`src/hw/rtl/mlfr_pkg.sv`:
```
// Shared types, widths and constants for the moving line falloff renderer.
// No dependencies; imported by every module of the block.
package mlfr_pkg;

  localparam int MAX_LEDS    = 1024;
  localparam int LEN_W       = $clog2(MAX_LEDS) + 1;
  localparam int IDX_W       = $clog2(MAX_LEDS);
  localparam int FRAME_W     = 16;
  localparam int START_W     = 11;
  localparam int SPEED_W     = 14;
  localparam int COL_W       = 8;
  localparam int CFG_IDX_W   = 3;
  localparam int CFG_DATA_W  = 14;

  localparam int FRAC_W      = 9;
  localparam int POS_W       = 32;
  localparam int PROD_W      = FRAME_W + 1 + SPEED_W;
  localparam int C_W         = POS_W - FRAC_W;
  localparam int CMAG_W      = 21;
  localparam int D_W         = FRAC_W + 1;

  localparam int DIV_STEP    = 3;
  localparam int DIV_CYCLES  = CMAG_W / DIV_STEP;
  localparam int DIV_CNT_W   = $clog2(DIV_CYCLES);

  localparam int DIST_W      = 12;
  localparam int REM_W       = 11;
  localparam int SQ_W        = 2 * REM_W;
  localparam int CUBE_W      = 33;
  localparam int CUBE_SH     = 8;
  localparam int Y_W         = CUBE_W - CUBE_SH;
  localparam int RECIP_W     = 26;
  localparam int RECIP_SH    = 34;
  localparam int PRODQ_W     = Y_W + RECIP_W;
  localparam int W_W         = 17;
  localparam int CPROD_W     = COL_W + W_W;
  localparam int WFRAC_W     = 16;

  localparam logic [DIST_W-1:0]  FALLOFF_SPAN = DIST_W'(1792);
  localparam logic [RECIP_W-1:0] RECIP_M      = RECIP_W'(50087082);
  localparam int                 DIV343       = 343;

  localparam int OUT_DEPTH   = 8;
  localparam int OUT_PTR_W   = $clog2(OUT_DEPTH);
  localparam int PIPE_STAGES = 6;
  localparam int NB_COUNT    = 7;

  localparam logic [CFG_IDX_W-1:0] CFG_STRIP_LENGTH = 3'd0;
  localparam logic [CFG_IDX_W-1:0] CFG_START_OFFSET = 3'd1;
  localparam logic [CFG_IDX_W-1:0] CFG_SPEED_STEP   = 3'd2;
  localparam logic [CFG_IDX_W-1:0] CFG_BASE_RED     = 3'd3;
  localparam logic [CFG_IDX_W-1:0] CFG_BASE_GREEN   = 3'd4;
  localparam logic [CFG_IDX_W-1:0] CFG_BASE_BLUE    = 3'd5;

  typedef struct packed {
    logic [LEN_W-1:0]   len;
    logic [START_W-1:0] start;
    logic [SPEED_W-1:0] speed;
    logic [COL_W-1:0]   red;
    logic [COL_W-1:0]   green;
    logic [COL_W-1:0]   blue;
  } cfg_t;

  typedef struct packed {
    logic             empty;
    logic [IDX_W-1:0] centre;
    logic [D_W-1:0]   d;
  } cmd_t;

  typedef struct packed {
    logic [IDX_W-1:0] idx;
    logic             lit;
    logic             last;
  } meta_t;

  typedef struct packed {
    logic [IDX_W-1:0] idx;
    logic [COL_W-1:0] red;
    logic [COL_W-1:0] green;
    logic [COL_W-1:0] blue;
    logic             lit;
    logic             last;
  } result_t;

  typedef enum logic [2:0] {
    ST_IDLE = 3'b001,
    ST_DIV  = 3'b010,
    ST_DONE = 3'b100
  } div_st_t;

endpackage

```
`src/hw/rtl/mlfr_cmd_queue.sv`:
```
// Two-entry queue of classified frames between front end and back end.
// Depends on mlfr_pkg.
module mlfr_cmd_queue import mlfr_pkg::*; (
  input  logic clk,
  input  logic rst_n,
  input  logic push,
  output logic full,
  input  cmd_t wdata,
  output logic empty,
  input  logic pop,
  output cmd_t rdata
);

  cmd_t       mem_r [2];
  logic       wr_r, wr_nxt;
  logic       rd_r, rd_nxt;
  logic [1:0] cnt_r, cnt_nxt;
  logic       do_push, do_pop;

  assign full    = (cnt_r == 2'd2);
  assign empty   = (cnt_r == 2'd0);
  assign rdata   = mem_r[rd_r];
  assign do_push = push && !full;
  assign do_pop  = pop && !empty;

  always_comb begin
    wr_nxt  = wr_r ^ do_push;
    rd_nxt  = rd_r ^ do_pop;
    cnt_nxt = cnt_r + {1'b0, do_push} - {1'b0, do_pop};
  end

  always_ff @(posedge clk) begin
    if (!rst_n) begin
      wr_r  <= 1'b0;
      rd_r  <= 1'b0;
      cnt_r <= '0;
    end else begin
      wr_r  <= wr_nxt;
      rd_r  <= rd_nxt;
      cnt_r <= cnt_nxt;
    end
    if (do_push) begin
      mem_r[wr_r] <= wdata;
    end
  end

endmodule

```
`config.mk`:
```
export PLATFORM = sky130hd
export DESIGN_NAME = mlfr_cmd_queue
export DESIGN_NICKNAME = d
export VERILOG_FILES = /design/src/hw/rtl/mlfr_pkg.sv /design/src/hw/rtl/mlfr_cmd_queue.sv
export SDC_FILE = /design/constraint.sdc
export NUM_CORES = 1
export LEC_CHECK = 0
export ABC_AREA = 0
export BUFFER_PORTS_ARGS = -buffer_cell sky130_fd_sc_hd__buf_2
export CAP_MARGIN = 20
export CORE_MARGIN = 3
export CORE_UTILIZATION = 51
export CTS_CLUSTER_DIAMETER = 30
export DETAILED_ROUTE_END_ITERATION = 16
export MAX_ROUTING_LAYER = met4
export PLACE_DENSITY = 0.87
export SLEW_MARGIN = 20
export SYNTH_ARGS = -nofsm -noshare
export SYNTH_HDL_FRONTEND = slang
export SYNTH_SLANG_ARGS = --single-unit
```
`constraint.sdc`:
```
create_clock -name clk -period 2.2 [get_ports clk]
set_input_delay 0.11 -clock clk [delete_from_list [all_inputs] [get_ports clk]]
set_output_delay 0.11 -clock clk [all_outputs]
set_load 0.01 [all_outputs]
```
Word-level counts from Yosys, hierarchy flattened
Memory sizes are Yosys's and may differ from the RTL's. A register that Yosys moved wholly into a read port is not among the register bits.
Index checks and enable logic that the tools add are counted.
{ "totals": {"register_bits": 4, "out_inout_bits": 23, "elab_cells": 17, "mem_count": 1, "input_bits": 25, "mem_bits_rw": 42} }
{ "mem_list": {"columns": ["name", "words", "width", "read_ports", "rd_clocked_by_memory_dff", "write_ports", "line_no", "text"], "rows": [
  ["mem_r", 2, 21, 1, 1, 1, "mlfr_cmd_queue.sv:14", "cmd_t mem_r [2];"]
]} }
{ "op_classes": {"eq_ne": 1, "n_reduce_logical": 5, "muxes": 3, "bitwise": 2, "addsub": 2} }
{ "ops": {"columns": ["cell", "count"], "rows": [
  ["$mux 1", 3],
  ["$add 2x1->2", 1],
  ["$eq 2x2->1 const B", 1],
  ["$logic_and 1x1->1", 2],
  ["$logic_not 1->1", 2],
  ["$logic_not 2->1", 1],
  ["$sub 2x1->2", 1],
  ["$xor 1x1->1", 2]
]} }

Logic depth before layout (Yosys ltp)
{ "logic_depth": {"word_depth": 5, "ltp_mapped": 7, "mapped_depth_nobuf": 7} }

Worst setup path after synthesis
No wires, ideal clock.
{ "synth_timing": {"path_type": "register to register", "startpoint": "register cnt_r[1]", "endpoint": "memory mem_r[1][0] (netlist bit) (enable)", "required_ns": 1.821, "arrival_time_ns": 1.210, "setup_slack_ns": 0.610, "stages_incl_launch_ff": 4, "setup_time_ns": 0.379, "synth_period_minus_slack_ns": 1.590, "path_buffers": 0, "path_cell_list": "dfxtp_1 > or2b_1 > and2_1 > ha_1"} }
{ "synth_via": {"elab_chain_len": 5} }
{ "synth_lines": {"columns": ["element", "line_no", "text"], "rows": [
  ["start, declared", "mlfr_cmd_queue.sv:17", "logic [1:0] cnt_r, cnt_nxt;"],
  ["start signal, assigned", "mlfr_cmd_queue.sv:40", "cnt_r <= cnt_nxt;"],
  ["$eq 2x2->1", "mlfr_cmd_queue.sv:20", "assign full = (cnt_r == 2'd2);"],
  ["$logic_not 1->1", "mlfr_cmd_queue.sv:23", "assign do_push = push && !full;"],
  ["$logic_and 1x1->1", "mlfr_cmd_queue.sv:23", null],
  ["$mux 1", "mlfr_cmd_queue.sv:42", "if (do_push) begin"],
  ["$mux 1 (not written as such)", "mlfr_cmd_queue.sv:43", "mem_r[wr_r] <= wdata;"],
  ["end, declared", "mlfr_cmd_queue.sv:14", null]
]} }
No other way between the ends.

Worst setup path after layout
{ "layout_timing": {"startpoint": "register cnt_r[0]", "endpoint": "memory mem_r[1][16] (netlist bit) (enable)"} }
The elaborated chain is that of the path after synthesis.

==> summary.txt <==
Timing
  – Final worst slack: 325 ps
  – WHS: 33.3 ps
  – Final min period: 1870 ps
  – Final hold vios: 0
  – Final clock skew: 5.41 ps
  – Setup TNS Final: 0 ps
  – Slew Limit Fails: 0
  – Slew margin rel.: 36.4%
  – Fmax: 533 MHz
  – RSZ-0062 raised after global routing: false
  – Final setup fails: 0
  – Final worst path period share: 85.2%
  – Worst Tran Pin Value: 953 ps

Placement
  – Final HPWL DP: 2.10 mm
  – Post-place setup slack: 308 ps
  – RePlAce Congestion: 0.691
  – PortBufs: 47

Detailed routing
  – Via/cell ratio: 4.79
  – Drt pass-1 iters: 4
  – Vias: 1002
  – Post-DRT Antenna Nets: 0
  – Final WL: 3.05 mm
  – Detailed Route Iter0 Violations: 22
  – Wirelength per Cell: 14.6 um
  – Drc violations: 0

Logic synthesis
  – Top cells by count, synth: edfxtp_1, mux2_2, dfxtp_1
  – Main synth FF type: edfxtp_1
  – Cell taking the most area after synthesis: edfxtp_1
  – Syn_nets: 119
  – Top cells by area, synth: edfxtp_1, mux2_2, dfxtp_1
  – Ys async rst share: 0%
  – EDFF count, synth: 42
  – Mapped Area: 1780 sq um
  – Share of the synthesized area in the top cell type: 71.0%
  – Unique cell type count in the Yosys netlist: 16
  – Post-synthesis sequential area ratio: 76.6%
  – Syn Area/Cell: 19.7 sq um
  – Synth Register Bits: 47
  – Ys Warns: 0
  – Most common cell in the netlist: edfxtp_1
  – Cells after Synth: 90

Clock tree
  – Total CTS buffers: 5
  – Post-CTS Resized: 0
  – Hold_buf cts: 21
  – Clock slew at reported path FFs: 120 ps
  – Worst-Skew Late Latency: 340 ps
  – Setup Fix Bufs, Post-CTS: 0
  – CTS tree: built
  – Max H-tree Level: 2
  – Sink Count: 47
  – Root Buffer: clkbuf_4
  – Clk buf depth: 2

Global route
  – Pin count of the biggest net entering global routing: 22
  – Gr usage total: 16.7%
  – Vias in the first global route: 1059
  – First-pass GRT wire length: 4.84 mm
  – Overflow left after global routing: 0
  – Initial antenna violation count: 0

Outcome
  – Status: complete, no violations

Worst setup path
  – CP max stage delay: 790 ps
  – Crit-path cells: or2b_1 > and2_1 > ha_1
  – Slowest-stage cell, CP: ha_1
  – Worst reg2reg setup slack: 330 ps
  – Crit. End Element: flip-flop
  – CP startpoint kind: flip-flop
  – CP arrival: 1850 ps
  – Worst path required time: 2180 ps
  – Worst setup path class: reg -> reg
  – Worst-path fanout max: 21

Finish
  – Multi-input gate area: 389 sq um
  – Number of fillers in the final layout: 203
  – Storage element area: 1360 sq um
  – Layout cells sized above 1: 46.1%
  – Antenna fix cells: 0
  – Fin nets: 193
  – Area delta synth->final: 30.6%

Hold path
  – Hold Path Class: in -> reg

Power and ir drop
  – Power Dens Cells: 941 nW/um^2
  – Seq pwr share: 54.9%
  – P_sw: 595 uW
  – Switching share of power: 27.3%
  – P_leak: 0.910 nW
  – Internal Power: 1.59 mW
  – Logic pwr share: 28.6%
  – Clk network pwr share: 16.5%
  – Max VDD drop: 0.655 mV

Job
  – Max-cap violation count: 0

Floorplan
  – Die height: 65.0 um
  – Core area: 3180 sq um
  – Num rows: 20
  – Initial Util: 55.9%
  – DIE WIDTH: 65.0 um
  – Top-Level Pins: 48
  – Die Footprint: 4230 sq um
-- registers in the layout, summed over array words and instances (netlist names), named ones only --
register,count
wr_r,1
rd_r,1
cnt_r,2
mem_r,42
-- per-layer routing --
metal  track usage (%)  share of wire [%]
met4              9.07                1.6
met5                 -                  0
met1              15.5                 35
met2              30.9                 60
met3              4.16                3.8
-- power by group through the flow --
stage / Clock (mW) / Combinational, mW / Sequential [mW]
after floorplan: 0 / 0.420 / 1.19
after global placement: 0 / 0.581 / 1.21
after detailed placement: 0 / 0.606 / 1.22
after CTS: 0.380 / 0.637 / 1.20
after global routing: 0.407 / 0.683 / 1.22
final: 0.360 / 0.625 / 1.20
-- stage by stage --
| step | util [%] | cell area [sq um] | std cells | power [mW] |
|---|---|---|---|---|
| 2_1_floorplan | - | 1780 | 90 | 1.61 |
| 3_3_place_gp | 64.8 | 2060 | 180 | 1.79 |
| 3_5_place_dp | 64.8 | 2060 | 180 | 1.83 |
| 4_1_cts | 73.0 | 2320 | 209 | 2.22 |
| 5_1_grt | 73.0 | 2320 | 209 | 2.31 |
| 6_report | 73.0 | 2320 | 209 | 2.18 |
-- path summary, 6_finish.rpt --
kind             from      endpoint  cells past startpoint
max          cnt_r[0]  mem_r[1][16]                      3
min reg2reg      rd_r          rd_r                      2
max reg2reg  cnt_r[0]  mem_r[1][16]                      3
min             rst_n      cnt_r[0]                      2
-- logic make-up after synthesis --
kind of cell               share of synthesized area (%)
buffers and inverters                               1.48
xor gates and xnor gates                            1.27
muxes                                               14.4
adders and majority gates                           2.82
and+or+nand+nor                                     2.96
DFF                                                 76.6
AOI/OAI and AO/OA                                  0.423
-- placed cells by master, fill, tap and decap left out, drive strengths merged, types with 2 or more instances in the layout --
cell         instances
buf                 48
dlygate4sd3         21
inv                  3
ha                   4
nand2                2
mux2                21
mux2i                2
clkbuf               7
edfxtp              42
dfxtp                5
nor2b                2
and2                 2
-- area by class of cell --
cell class | instances | share of cell area, %
flip-flops and latches | 47 | 58.7
inverters | 3 | 0.485
clock inverters | 1 | 0.216
multi-input cells | 38 | 16.8
well taps | 44 | 2.37
repair buffers | 69 | 19.5
clock buffers | 7 | 1.94
-- worst max-delay path: cells and delay by family (launching register included) --
family | cells | cell delay [ps]
fa+ha+maj | 1 | 790
flops | 1 | 400
simple gates | 2 | 320
(Power assumes the default switching activity.)
