`src/hw/rtl/mlfr_pkg.sv`:
```
// Shared types, widths and constants for the moving line falloff renderer.
// No dependencies; imported by every module of the block.
package mlfr_pkg;

  localparam int MAX_LEDS    = 1024;
  localparam int LEN_W       = $clog2(MAX_LEDS) + 1;
  localparam int IDX_W       = $clog2(MAX_LEDS);
  localparam int FRAME_W     = 16;
  localparam int START_W     = 11;
  localparam int SPEED_W     = 14;
  localparam int COL_W       = 8;
  localparam int CFG_IDX_W   = 3;
  localparam int CFG_DATA_W  = 14;

  localparam int FRAC_W      = 9;
  localparam int POS_W       = 32;
  localparam int PROD_W      = FRAME_W + 1 + SPEED_W;
  localparam int C_W         = POS_W - FRAC_W;
  localparam int CMAG_W      = 21;
  localparam int D_W         = FRAC_W + 1;

  localparam int DIV_STEP    = 3;
  localparam int DIV_CYCLES  = CMAG_W / DIV_STEP;
  localparam int DIV_CNT_W   = $clog2(DIV_CYCLES);

  localparam int DIST_W      = 12;
  localparam int REM_W       = 11;
  localparam int SQ_W        = 2 * REM_W;
  localparam int CUBE_W      = 33;
  localparam int CUBE_SH     = 8;
  localparam int Y_W         = CUBE_W - CUBE_SH;
  localparam int RECIP_W     = 26;
  localparam int RECIP_SH    = 34;
  localparam int PRODQ_W     = Y_W + RECIP_W;
  localparam int W_W         = 17;
  localparam int CPROD_W     = COL_W + W_W;
  localparam int WFRAC_W     = 16;

  localparam logic [DIST_W-1:0]  FALLOFF_SPAN = DIST_W'(1792);
  localparam logic [RECIP_W-1:0] RECIP_M      = RECIP_W'(50087082);
  localparam int                 DIV343       = 343;

  localparam int OUT_DEPTH   = 8;
  localparam int OUT_PTR_W   = $clog2(OUT_DEPTH);
  localparam int PIPE_STAGES = 6;
  localparam int NB_COUNT    = 7;

  localparam logic [CFG_IDX_W-1:0] CFG_STRIP_LENGTH = 3'd0;
  localparam logic [CFG_IDX_W-1:0] CFG_START_OFFSET = 3'd1;
  localparam logic [CFG_IDX_W-1:0] CFG_SPEED_STEP   = 3'd2;
  localparam logic [CFG_IDX_W-1:0] CFG_BASE_RED     = 3'd3;
  localparam logic [CFG_IDX_W-1:0] CFG_BASE_GREEN   = 3'd4;
  localparam logic [CFG_IDX_W-1:0] CFG_BASE_BLUE    = 3'd5;

  typedef struct packed {
    logic [LEN_W-1:0]   len;
    logic [START_W-1:0] start;
    logic [SPEED_W-1:0] speed;
    logic [COL_W-1:0]   red;
    logic [COL_W-1:0]   green;
    logic [COL_W-1:0]   blue;
  } cfg_t;

  typedef struct packed {
    logic             empty;
    logic [IDX_W-1:0] centre;
    logic [D_W-1:0]   d;
  } cmd_t;

  typedef struct packed {
    logic [IDX_W-1:0] idx;
    logic             lit;
    logic             last;
  } meta_t;

  typedef struct packed {
    logic [IDX_W-1:0] idx;
    logic [COL_W-1:0] red;
    logic [COL_W-1:0] green;
    logic [COL_W-1:0] blue;
    logic             lit;
    logic             last;
  } result_t;

  typedef enum logic [2:0] {
    ST_IDLE = 3'b001,
    ST_DIV  = 3'b010,
    ST_DONE = 3'b100
  } div_st_t;

endpackage

```
`src/hw/rtl/mlfr_front.sv`:
```
// Front end: frame intake, line position and wrap of the centre into the strip.
// Depends on mlfr_pkg; feeds mlfr_cmd_queue.
module mlfr_front import mlfr_pkg::*; (
  input  logic               clk,
  input  logic               rst_n,
  input  cfg_t               cfg,
  input  logic               in_push,
  output logic               in_full,
  input  logic [FRAME_W-1:0] in_frame_number,
  output logic               cmd_push,
  input  logic               cmd_full,
  output cmd_t               cmd
);

  logic                 hold_v_r, hold_v_nxt;
  logic [FRAME_W-1:0]   frame_r, frame_nxt;
  div_st_t              st_r, st_nxt;
  logic [DIV_CNT_W-1:0] cnt_r, cnt_nxt;
  logic [CMAG_W-1:0]    mag_r, mag_nxt;
  logic [IDX_W-1:0]     rem_r, rem_nxt;
  logic                 neg_r, neg_nxt;
  logic [D_W-1:0]       d_r, d_nxt;

  logic signed [PROD_W-1:0] prod;
  logic signed [POS_W-1:0]  pos;
  logic [POS_W-1:0]         pr;
  logic [C_W-1:0]           cabs;
  logic [D_W-1:0]           d_c;
  logic [LEN_W-1:0]         r;
  logic                     load;
  logic [IDX_W-1:0]         centre;
  logic [LEN_W:0]           centre_p2;

  assign in_full = hold_v_r;

  assign prod = $signed({1'b0, frame_r}) * $signed(cfg.speed);
  assign pos  = $signed({{(POS_W-START_W-FRAC_W){cfg.start[START_W-1]}}, cfg.start,
                         {FRAC_W{1'b0}}})
              + $signed({{(POS_W-PROD_W){prod[PROD_W-1]}}, prod});
  assign pr   = pos + POS_W'(1 << (FRAC_W - 1));
  assign cabs = pr[POS_W-1] ? (C_W'(0) - pr[POS_W-1:FRAC_W]) : pr[POS_W-1:FRAC_W];
  assign d_c  = D_W'(1 << (FRAC_W - 1)) - {1'b0, pr[FRAC_W-1:0]};

  assign load = hold_v_r && ((st_r == ST_IDLE) || ((st_r == ST_DONE) && !cmd_full));

  assign centre    = (neg_r && (rem_r != '0)) ? IDX_W'(cfg.len - {1'b0, rem_r}) : rem_r;
  assign centre_p2 = {2'b00, centre} + (LEN_W + 1)'(2);

  assign cmd_push   = (st_r == ST_DONE);
  assign cmd.empty  = !(centre_p2 < {1'b0, cfg.len});
  assign cmd.centre = centre;
  assign cmd.d      = d_r;

  always_comb begin
    r = {1'b0, rem_r};
    for (int i = 0; i < DIV_STEP; i++) begin
      r = {r[LEN_W-2:0], mag_r[CMAG_W-1-i]};
      if (r >= cfg.len) begin
        r = r - cfg.len;
      end
    end
  end

  always_comb begin
    hold_v_nxt = hold_v_r;
    frame_nxt  = frame_r;
    st_nxt     = st_r;
    cnt_nxt    = cnt_r;
    mag_nxt    = mag_r;
    rem_nxt    = rem_r;
    neg_nxt    = neg_r;
    d_nxt      = d_r;
    case (st_r)
      ST_IDLE: begin
      end
      ST_DIV: begin
        mag_nxt = mag_r << DIV_STEP;
        rem_nxt = r[IDX_W-1:0];
        cnt_nxt = cnt_r + 1'b1;
        if (cnt_r == DIV_CNT_W'(DIV_CYCLES - 1)) begin
          st_nxt = ST_DONE;
        end
      end
      ST_DONE: begin
        if (!cmd_full) begin
          st_nxt = ST_IDLE;
        end
      end
      default: begin
        st_nxt = ST_IDLE;
      end
    endcase
    if (load) begin
      hold_v_nxt = 1'b0;
      st_nxt     = ST_DIV;
      cnt_nxt    = '0;
      mag_nxt    = cabs[CMAG_W-1:0];
      rem_nxt    = '0;
      neg_nxt    = pr[POS_W-1];
      d_nxt      = d_c;
    end
    if (in_push && !hold_v_r) begin
      hold_v_nxt = 1'b1;
      frame_nxt  = in_frame_number;
    end
  end

  always_ff @(posedge clk) begin
    if (!rst_n) begin
      hold_v_r <= 1'b0;
      st_r     <= ST_IDLE;
      cnt_r    <= '0;
    end else begin
      hold_v_r <= hold_v_nxt;
      st_r     <= st_nxt;
      cnt_r    <= cnt_nxt;
    end
    frame_r <= frame_nxt;
    mag_r   <= mag_nxt;
    rem_r   <= rem_nxt;
    neg_r   <= neg_nxt;
    d_r     <= d_nxt;
  end

endmodule

```
`config.mk`:
```
export PLATFORM = sky130hd
export DESIGN_NAME = mlfr_front
export DESIGN_NICKNAME = d
export VERILOG_FILES = /design/src/hw/rtl/mlfr_pkg.sv /design/src/hw/rtl/mlfr_front.sv
export SDC_FILE = /design/constraint.sdc
export NUM_CORES = 1
export LEC_CHECK = 0
export BUFFER_PORTS_ARGS = -buffer_cell sky130_fd_sc_hd__buf_2
export CORE_MARGIN = 2
export CORE_UTILIZATION = 40
export DETAILED_ROUTE_END_ITERATION = 8
export PLACE_DENSITY = 0.57
export SYNTH_ARGS = -nofsm -noshare
export SYNTH_HDL_FRONTEND = slang
export SYNTH_SLANG_ARGS = --single-unit
```
`constraint.sdc`:
```
create_clock -name clk -period 8.75 [get_ports clk]
set_input_delay 1.75 -clock clk [delete_from_list [all_inputs] [get_ports clk]]
set_output_delay 1.75 -clock clk [all_outputs]
set_load 0.03 [all_outputs]
```
== After elaboration in Yosys (flattened, before gate mapping) ==
Index checks and enable logic that the tools add are counted.

* Bits in registers: 65
* Word-level logic and storage cells: 62

* Reduce and logical (&&, ||, !) cells: 14
* $add $sub $neg: 10
* Bitwise gates (word level): 2
* Multiply operators: 1
* Order comparisons: 4
* Muxes and demuxes: 13
* Equal/unequal tests: 9

{| class="wikitable"
|+ Operator list
! cell !! number
|-
| 2-to-1 mux 21 bit || 3
|-
| 2-to-1 mux 10 bit || 4
|-
| subtractor 10 bit || 4
|-
| >= comparator 11 bit || 3
|-
| adder 20 x 31 -> 32 bit || 1
|-
| adder 32 x 10 -> 32 bit, second input constant || 1
|-
| multiplier 17 x 14 -> 31 bit || 1
|-
| subtractor 1 x 21 -> 21 bit, first input constant || 1
|-
| adder 10 x 2 -> 11 bit, second input constant || 1
|-
| less-than comparator 11 bit || 1
|-
| nonzero test 10 bit || 1
|-
| subtractor 9 x 9 -> 10 bit, first input constant || 1
|-
| case mux 3 bit (3 select lines) || 1
|-
| == test 3 bit, second input constant || 2
|-
| 2-to-1 mux 3 bit || 2
|-
| != test 2 bit, second input constant || 3
|-
| AND reduction 3 bit || 2
|-
| logical AND 1 bit || 4
|-
| nonzero test 2 bit || 2
|-
| adder 3 x 1 -> 3 bit, second input constant || 1
|-
| == test 3 x 1 -> 1 bit, second input constant || 1
|-
| == test 3 x 2 -> 1 bit, second input constant || 1
|-
| logical NOT 1 bit || 3
|-
| != test 3 x 2 -> 1 bit, second input constant || 1
|-
| other kinds (6) || 8
|}

== Logic depth before layout (Yosys ltp) ==
Gate-level depths: netlist of run 1.

* Depth after elaboration: 6
* Depth in mapped cells: 33
* Depth with buffers taken out: 32

== Worst setup path after synthesis of run 1 ==
Ideal clock, no wire load.

* Path kind: input port to flip-flop
* Start point: input cfg[37] in the netlist's numbering
* End point: register mag_r[20] (data pin)
* Data required time: 8.486 ns
* Path slack: 0.645 ns
* Stages on the path: 26
* Data arrival time: 7.841 ns
* Path through: inv_1 > clkbuf_1 > nor2_1 > fa_1 > inv_1 > fa_1 > inv_1 > fa_1 > fa_1 > fa_1 > inv_1 > fa_1 > inv_1 > ha_1 > buf_2 > and3_1 > clkbuf_1 > and2_1 > o21ai_0 > o21ba_1 > or3_4 > a211oi_2 > nand4bb_1 > o31ai_2 > xnor2_1 > o21ai_1

* Cells in the longest elaborated chain, start to end: 6

{| class="wikitable"
|+ RTL lines
! item !! RTL line !! text
|-
| from (decl) || mlfr_front.sv:6 || <nowiki>input cfg_t cfg,</nowiki>
|-
| multiplier 17 x 14 -> 31 bit * || mlfr_front.sv:36 || <nowiki>assign prod = $signed({1'b0, frame_r}) * $signed(cfg.speed);</nowiki>
|-
| adder 20 x 31 -> 32 bit * || mlfr_front.sv:39 || <nowiki>+ $signed({{(POS_W-PROD_W){prod[PROD_W-1]}}, prod});</nowiki>
|-
| adder 32 x 10 -> 32 bit * || mlfr_front.sv:40 || <nowiki>assign pr = pos + POS_W'(1 << (FRAC_W - 1));</nowiki>
|-
| subtractor 1 x 21 -> 21 bit || mlfr_front.sv:41 || <nowiki>assign cabs = pr[POS_W-1] ? (C_W'(0) - pr[POS_W-1:FRAC_W]) : pr[POS_W-1:FRAC_W];</nowiki>
|-
| 2-to-1 mux 21 bit * || mlfr_front.sv:41 ||
|-
| 2-to-1 mux 21 bit * || mlfr_front.sv:93 || <nowiki>if (load) begin</nowiki>
|-
| net mag_nxt[20] || mlfr_front.sv:19 || <nowiki>logic [CMAG_W-1:0] mag_r, mag_nxt;</nowiki>
|-
| to (signal assigned) || mlfr_front.sv:119 || <nowiki>mag_r <= mag_nxt;</nowiki>
|-
| to (decl) || mlfr_front.sv:19 ||
|}

The timed path passes the listed nets; every way through them passes the cells marked *.
A chain may end at the register's enable or synchronous reset.

== Worst setup path after layout of run 1 ==
* Start point: input cfg[28] in the netlist's numbering
* End point: register mag_r[19] (data pin)

Same word-level chain as after synthesis.

==> results.json, run 1 <==
{
  "clk_path_buf_depth": 2,
  "die_w_um": 192,
  "n_fill_cell": 3412,
  "final.setup.tns_ns": 0,
  "finalHoldViolCount": 0,
  "final_nets": 2115,
  "initial_core_util": 0.407,
  "max_freq_ghz": 0.122,
  "core_mm2": 0.0346,
  "synth_edf_count": 48,
  "die_area_mm2": 0.0368,
  "vias": 11000,
  "ys_async_sr_fraction": 0,
  "cts_tree": "built",
  "cts_htree_levels": 3,
  "setup-violations-final": 0,
  "insertion_delay_ns": 0.36,
  "grt_pass1_vias": 11300,
  "required_ns": 8.84,
  "syn-cell-area_mm2": 0.0141,
  "numCtsBuffers": 9,
  "synth_seq_cells": 65,
  "vias_per_cell": 5.15,
  "area_growth_pct": 9.05,
  "slew_viol_final": 0,
  "drive_above_1_share": 0.0975,
  "synth_cell_type_count": 82,
  "portBuffers": 78,
  "ant_nets": 0,
  "tightest_slew_ns": 0.886,
  "path_class": "in -> reg",
  "rows": 68,
  "gp_congestion": 0.881,
  "avgRoutedWirePerCell_um": 15.8,
  "mostFrequentLayoutCell": "inv_1",
  "maxCapViolations": 0,
  "syn_inst": 1612,
  "max-slew-margin-rel": 0.409,
  "worstPathMaxFanout": 12,
  "finalCritPeriodShare": 0.940,
  "critPathArrivalTime_ns": 8.31,
  "hold_path.class": "reg -> reg",
  "drcViolationCount": 0,
  "dpl.hpwl_mm": 27.9,
  "holdBufCountCts": 0,
  "final_cell_mix": "inv_1 (314), fa_1 (194), ha_1 (164), nand2_1 (160), and2_1 (129)",
  "grt_max_degree": 40,
  "syn_nets": 2050,
  "synth_top_area_frac": 0.275,
  "synth_top_area_cell": "fa_1",
  "die_height_um": 192,
  "ys_seq_area_frac": 0.126,
  "io_pins": 103,
  "avgSynthCellArea_um2": 8.75,
  "status": "finished clean",
  "fin_skew_ns": 0.0136,
  "endpoint_kind": "flip-flop",
  "drt-total-wl_mm": 33.7,
  "clock_sinks": 65,
  "antenna_found_initial": 0,
  "drtPass1Iterations": 5,
  "ys.flop_type": "edfxtp_1",
  "synthTopCellsByArea": "fa_1 (28%), ha_1 (15%), edfxtp_1 (10%)",
  "rsz0062_at_grt": "false",
  "yosysWarnings": 0,
  "track_usage": 0.192,
  "grt_pass1_wl_mm": 55.8,
  "clk_pin_slew_ns": 0.07,
  "diodes": 0,
  "drtIter0Drc": 519,
  "root_buffer": "clkbuf_16",
  "postCtsSetupBuffers": 0,
  "cts_resized": 0,
  "min_period_ns": 8.22,
  "grt-ovfl-total": 0,
  "startpoint_type": "primary input"
}
## metal layers
metal / global-route usage / routed length (µm) / share of wire
met1: 0.251 / 15200 / 0.45
met2: 0.335 / 16700 / 0.49
met3: 0.0263 / 1180 / 0.035
met4: 0.0497 / 636 / 0.019
met5: 0 / 0 / 0
## layout make-up
cell class	instances	area, µm²	share of cell area
inverters	315	1180	0.0769
clock buffers	11	275	0.0179
clock inverters	5	41.3	0.00268
flip-flops and latches	65	1780	0.116
multi-input cells	1182	10900	0.710
well taps	455	569	0.0370
repair buffers	104	611	0.0397
## Yosys cell counts, drive strengths merged (7+ instances only)
cell,instances
nand4,11
xnor2,52
nor3,16
a21o,26
a211oi,15
mux2,9
nand2b,18
xor2,26
ha,164
fa,194
nor2b,11
nand2,161
buf,11
mux2i,10
clkbuf,39
edfxtp,48
o211ai,10
o21a,7
a21oi,64
o21ai,77
and2,129
a221o,7
nand3,12
nor2,73
dfxtp,17
inv,315
a31oi,9
## critical path: stages
cell	delay (ns)
buf_2	0.18
and2_1	0.20
fa_1	0.53
inv_1	0.05
fa_1	0.53
inv_1	0.06
fa_1	0.50
inv_1	0.05
fa_1	0.47
inv_1	0.05
fa_1	0.54
inv_1	0.06
fa_1	0.54
inv_1	0.04
ha_1	0.35
o21ai_1	0.31
a211oi_2	0.17
a211oi_2	0.55
o21ai_0	0.21
xor2_1	0.22
a211oi_2	0.25
nand4bb_1	0.18
o21ai_0	0.24
xor2_1	0.18
o21ai_0	0.12
## through the flow
| stage | util | std cells | setup WS (ns) | instance area [µm²] | hold WS [ns] |
|---|---|---|---|---|---|
| after floorplan | - | 1612 | 0.645 | 14100 | 0.462 |
| after global placement | 0.435 | 2121 | 0.203 | 15100 | 0.490 |
| after detailed placement | 0.435 | 2121 | 0.162 | 15100 | 0.499 |
| after CTS | 0.444 | 2137 | 0.542 | 15400 | 0.509 |
| after global routing | 0.444 | 2137 | 0.0227 | 15400 | 0.529 |
| final | 0.444 | 2137 | 0.526 | 15400 | 0.505 |
## sequential cells by signal, indices dropped and copies added, names as in the netlist
name,flops
rem_r,10
in_full,1
neg_r,1
st_r,3
cnt_r,3
d_r,10
frame_r,16
mag_r,21
## cell families (layout without fill, tap and decap cells)
group | after synthesis | count (layout) | share of synthesized area
AOI/OAI and AO/OA | 256 | 256 | 0.120
xor gates and xnor gates | 78 | 78 | 0.0484
adders and majority gates | 358 | 358 | 0.421
buffers and inverters | 365 | 435 | 0.0996
DFF | 65 | 65 | 0.126
muxes | 19 | 19 | 0.0143
and+or+nand+nor | 471 | 471 | 0.170
## worst paths after layout
kind / cells past startpoint / start / endpoint / slack (ns)
hold / removal: 1 / st_r[0] / st_r[2] / 0.51
setup reg to reg: 24 / frame_r[6] / mag_r[19] / 1.36
hold reg to reg: 1 / st_r[0] / st_r[2] / 0.51
setup / recovery: 25 / cfg[28] / mag_r[19] / 0.53
Power of run 1 is not shown: default switching activity piles up to over one toggle a cycle in this logic, so the estimate is an artifact.
==> run 2: changes to the inputs <==
Settings changed: CTS_BUF_LIST from default to sky130_fd_sc_hd__clkbuf_8.
==> run 2 against run 1 <==
  * Routed wire length is essentially flat
  * Non-clock buffer count stayed put
  * Worst hold slack better by 0.0036 ns
  * Sequential share of layout area grew 0.069 points
  * Utilization decreased by 0.26 points
  * Register-to-register slack about the same
  * Critical path type unchanged
  * Highest routed layer unchanged
==> results.json, run 2 (synthesis gave the netlist of run 1 again) <==
{
  "cts_htree_levels": 3,
  "avgRoutedWirePerCell_um": 15.8,
  "area_growth_pct": 8.40,
  "core_mm2": 0.0346,
  "grt.busiest_layer": "met2",
  "insertion_delay_ns": 0.40,
  "grt_pass1_wl_mm": 55.9,
  "startpoint_type": "primary input",
  "mostFrequentLayoutCell": "inv_1",
  "finalHoldViolCount": 0,
  "io_pins": 103,
  "finalCritPeriodShare": 0.932,
  "diodes": 0,
  "slew_viol_final": 0,
  "met1_usage": 0.251,
  "postCtsSetupBuffers": 0,
  "grt_max_degree": 40,
  "drive_above_1_share": 0.0975,
  "final_area_mm2": 0.0153,
  "regMostFlops": "mag_r",
  "gp_congestion": 0.881,
  "hold_path.class": "reg -> reg",
  "ant_nets": 0,
  "setup-violations-final": 0,
  "use_met3": 0.0270,
  "cp_slowest_cell": "fa_1",
  "initial_core_util": 0.407,
  "holdBufCountCts": 0,
  "critPathBufInv": 7,
  "rsz0062_at_grt": "false",
  "max-slew-margin-rel": 0.397,
  "grt-ovfl-total": 0,
  "track_usage": 0.193,
  "worstPathMaxFanout": 12,
  "portBuffers": 78,
  "die_w_um": 192,
  "clk_pin_slew_ns": 0.10,
  "maxCapViolations": 0,
  "endpoint_kind": "flip-flop",
  "clock_sinks": 65,
  "crit_family": "adder cells",
  "numCtsBuffers": 9,
  "cts_resized": 0,
  "rows": 68,
  "cts_tree": "built",
  "status": "finished clean",
  "largest_register_ffs": 21,
  "drcViolationCount": 0,
  "min_period_ns": 8.15,
  "final_nets": 2115,
  "die_height_um": 192,
  "place_ws_ns": 0.162,
  "critPathArrivalTime_ns": 8.29,
  "worst_path_largest_cell_delay_ns": 0.54,
  "layout_setup_ws_ns": 0.596,
  "placed_area_mm2": 0.0151,
  "vias": 11000,
  "drtIter0Drc": 547,
  "final_cell_mix": "inv_1 (314), fa_1 (194), ha_1 (164), nand2_1 (160), and2_1 (129)",
  "vias_per_cell": 5.16,
  "drtPass1Iterations": 5,
  "die_area_mm2": 0.0368,
  "fin_skew_ns": 0.0241,
  "drt-total-wl_mm": 33.7,
  "dpl.hpwl_mm": 27.9,
  "required_ns": 8.89,
  "clk_path_buf_depth": 2,
  "root_buffer": "clkbuf_8",
  "path_class": "in -> reg",
  "grt_pass1_vias": 11300,
  "tightest_slew_ns": 0.903,
  "use_met2": 0.335,
  "final.setup.tns_ns": 0,
  "antenna_found_initial": 0,
  "top_regs": "mag_r: 21 flops, frame_r: 16 flops",
  "max_freq_ghz": 0.123
}
==> run 2: cell count changes in the layout (fill, tap and decap cells not counted), sizes merged <==
| cell | before | now |
|---|---|---|
| bufinv | 0 | 2 |
| clkbuf | 11 | 9 |
==> run 2: final timing paths <==
path	end	startpoint	depth (start not counted)	slack, ns
max	mag_r[19]	cfg[28]	25	0.60
min	st_r[2]	st_r[0]	1	0.51
max reg2reg	mag_r[19]	frame_r[6]	24	1.37
min reg2reg	st_r[2]	st_r[0]	1	0.51
==> run 2: layout make-up <==
cell class                 count  area, µm²
clock inverter                 7        101
timing repair buffer         104        611
inverter                     315       1180
sequential                    65       1780
clock buffer                   9        124
multi-input combinational   1182      10900
fill                        3423      19300
tap                          455        569
==> run 2: routing by layer <==
layer / routed length [µm] / vias to the layer above
met2: 16700 / 197
met3: 1320 / 42
met4: 670 / 0
met1: 15100 / 5467
li1: - / 5326
met5: 0 / -
==> run 2: per-stage QoR <==
step	cells	hold slack [ns]	util
after floorplan	1612	0.462	-
final	2137	0.509	0.441
after global placement	2121	0.490	0.435
after global routing	2137	0.534	0.441
after CTS	2137	0.513	0.441
after detailed placement	2121	0.499	0.435
==> run 2: worst register-to-register path: stages (launching register included) <==
cell and delay [ns]:
edfxtp_1 0.68, and2_1 0.31, fa_1 0.50, inv_1 0.05, fa_1 0.53, inv_1 0.06
fa_1 0.50, inv_1 0.05, fa_1 0.47, inv_1 0.05, fa_1 0.54, inv_1 0.06
fa_1 0.54, inv_1 0.04, ha_1 0.35, o21ai_1 0.32, a211oi_2 0.17, a211oi_2 0.53
o21ai_0 0.20, xor2_1 0.21, a211oi_2 0.25, nand4bb_1 0.17, o21ai_0 0.24, xor2_1 0.18
o21ai_0 0.12
Power of run 2 is left out for the same reason.
==> run 3: changes to the inputs <==
Settings changed: CELL_PAD_IN_SITES_DETAIL_PLACEMENT from default to 0, CELL_PAD_IN_SITES_GLOBAL_PLACEMENT from default to 1, PLACE_DENSITY 0.57 to 0.71, TNS_END_PERCENT from default to 10.
==> run 3 against run 2 <==
  * Final area grew 0.17%
  * Die area unchanged
  * Non-clock buffer count grew 3
  * Routed wire length is 1.6% higher
  * Critical path type unchanged
==> results.json, run 3 (synthesis gave the netlist of run 1 again) <==
{
  "critPathArrivalTime_ns": 8.36,
  "io_pins": 103,
  "mostFrequentLayoutCell": "inv_1",
  "slew_viol_final": 0,
  "r2r_end": "mag_r[18]",
  "final.setup.tns_ns": 0,
  "antenna_found_initial": 1,
  "cp_slowest_cell": "fa_1",
  "die_height_um": 192,
  "area_growth_pct": 8.59,
  "hold_path.class": "reg -> reg",
  "gp_congestion": 0.872,
  "cts_htree_levels": 3,
  "top_regs": "mag_r: 21 flops, frame_r: 16 flops",
  "hold_end": "st_r[2]",
  "grt-ovfl-total": 0,
  "die_area_mm2": 0.0368,
  "min_from": "st_r[0]",
  "required_ns": 8.87,
  "final_cell_mix": "inv_1 (314), fa_1 (194), ha_1 (164), nand2_1 (160), and2_1 (129)",
  "grt_pass1_vias": 11200,
  "rsz0062_at_grt": "false",
  "dpl.hpwl_mm": 28.4,
  "drcViolationCount": 0,
  "critPathBufInv": 6,
  "clk_path_buf_depth": 2,
  "hold_path_depth": 1,
  "vias_per_cell": 5.14,
  "status": "finished clean",
  "drt-total-wl_mm": 34.3,
  "final_nets": 2118,
  "grt_pass1_wl_mm": 56.6,
  "worst_path_largest_cell_delay_ns": 0.55,
  "numCtsBuffers": 9,
  "cts_resized": 0,
  "fin_skew_ns": 0.0224,
  "reg2regPathDepth": 23,
  "avgRoutedWirePerCell_um": 16.0,
  "finalHoldViolCount": 0,
  "largest_register_ffs": 21,
  "root_buffer": "clkbuf_8",
  "regMostFlops": "mag_r",
  "tightest_slew_ns": 0.868,
  "r2r_slack_ns": 1.28,
  "holdBufCountCts": 0,
  "startpoint_type": "primary input",
  "maxCapViolations": 0,
  "drtPass1Iterations": 5,
  "clock_sinks": 65,
  "track_usage": 0.196,
  "setup-violations-final": 0,
  "ant_nets": 0,
  "max-slew-margin-rel": 0.421,
  "insertion_delay_ns": 0.40,
  "endpoint_kind": "flip-flop",
  "vias": 11000,
  "crit_chain": "buf_2 -> nand2_1 -> fa_1 -> inv_1 -> fa_1 -> inv_1 -> fa_1 -> inv_1 -> fa_1 -> fa_1 -> inv_1 -> fa_1 -> inv_1 -> ha_1 -> nand4_1 -> o21ai_0 -> or2_2 -> o211ai_1 -> a2111oi_2 -> and3_4 -> nand3_2 -> o31ai_1 -> xor2_1 -> o21ai_1",
  "grt_max_degree": 40,
  "min_period_ns": 8.23,
  "cts_tree": "built",
  "crit_family": "adder cells",
  "reg2reg_from": "frame_r[5]",
  "clk_pin_slew_ns": 0.09,
  "drtIter0Drc": 573,
  "max_freq_ghz": 0.121,
  "rows": 68,
  "path_class": "in -> reg",
  "die_w_um": 192,
  "finalCritPeriodShare": 0.941,
  "core_mm2": 0.0346,
  "diodes": 0,
  "portBuffers": 78,
  "n_fill_cell": 3493,
  "worstPathMaxFanout": 10,
  "postCtsSetupBuffers": 0,
  "drive_above_1_share": 0.0985,
  "cpMostUsedCell": "fa_1",
  "initial_core_util": 0.407
}
-- run 3: worst max path at each step --
| stage | slack (ns) | startpoint | depth (start not counted) | to |
|---|---|---|---|---|
| 3_3_place_gp | 0.19 | cfg[28] | 25 | mag_r[18] |
| 4_1_cts | 0.50 | cfg[30] | 24 | mag_r[18] |
| 2_1_floorplan | 0.64 | cfg[37] | 26 | mag_r[20] |
| 6_report | 0.52 | cfg[30] | 24 | mag_r[18] |
| 3_5_place_dp | 0.1 | cfg[30] | 24 | mag_r[18] |
| 5_1_grt | 0.07 | cfg[30] | 24 | mag_r[18] |
-- run 3: stage by stage --
step	hold WS, ns	cells	util	worst slack (ns)	instance area, µm²
global placement	0.487	2124	0.436	0.185	15100
floorplan	0.462	1612	-	0.645	14100
global route	0.544	2140	0.442	0.0660	15300
CTS	0.506	2140	0.442	0.495	15300
detailed placement	0.503	2124	0.436	0.0972	15100
finish	0.508	2140	0.442	0.518	15300
-- run 3: metal layers --
layer	vias to the layer above	global-route usage	wire, µm
met3	18	0.0261	1120
met4	0	0.0361	323
met1	5465	0.263	15700
li1	5328	-	-
met2	178	0.339	17100
met5	-	0	0
-- run 3: layout make-up --
class,count,area [µm²],share of cell area
Multi-Input combinational cell,1182,10900,0.713
Sequential cell,65,1780,0.116
Inverter,315,1180,0.0772
Timing Repair Buffer,107,646,0.0422
Tap cell,455,569,0.0372
Clock buffer,9,124,0.00809
Clock inverter,7,92.6,0.00605
-- run 3: worst reg2reg max path, cell delays in order, from the launching register on --
cell and delay, ns:
edfxtp_1 0.78, nand2_1 0.17, fa_1 0.59, inv_1 0.06
fa_1 0.52, inv_1 0.06, fa_1 0.49, inv_1 0.06
fa_1 0.50, fa_1 0.55, inv_1 0.06, fa_1 0.52
inv_1 0.04, ha_1 0.46, nand4_1 0.18, o21ai_0 0.46
or2_2 0.24, o211ai_1 0.13, a2111oi_2 0.31, and3_4 0.28
nand3_2 0.14, o31ai_1 0.28, xor2_1 0.24, o21ai_1 0.10
Power of run 3 is left out for the same reason.
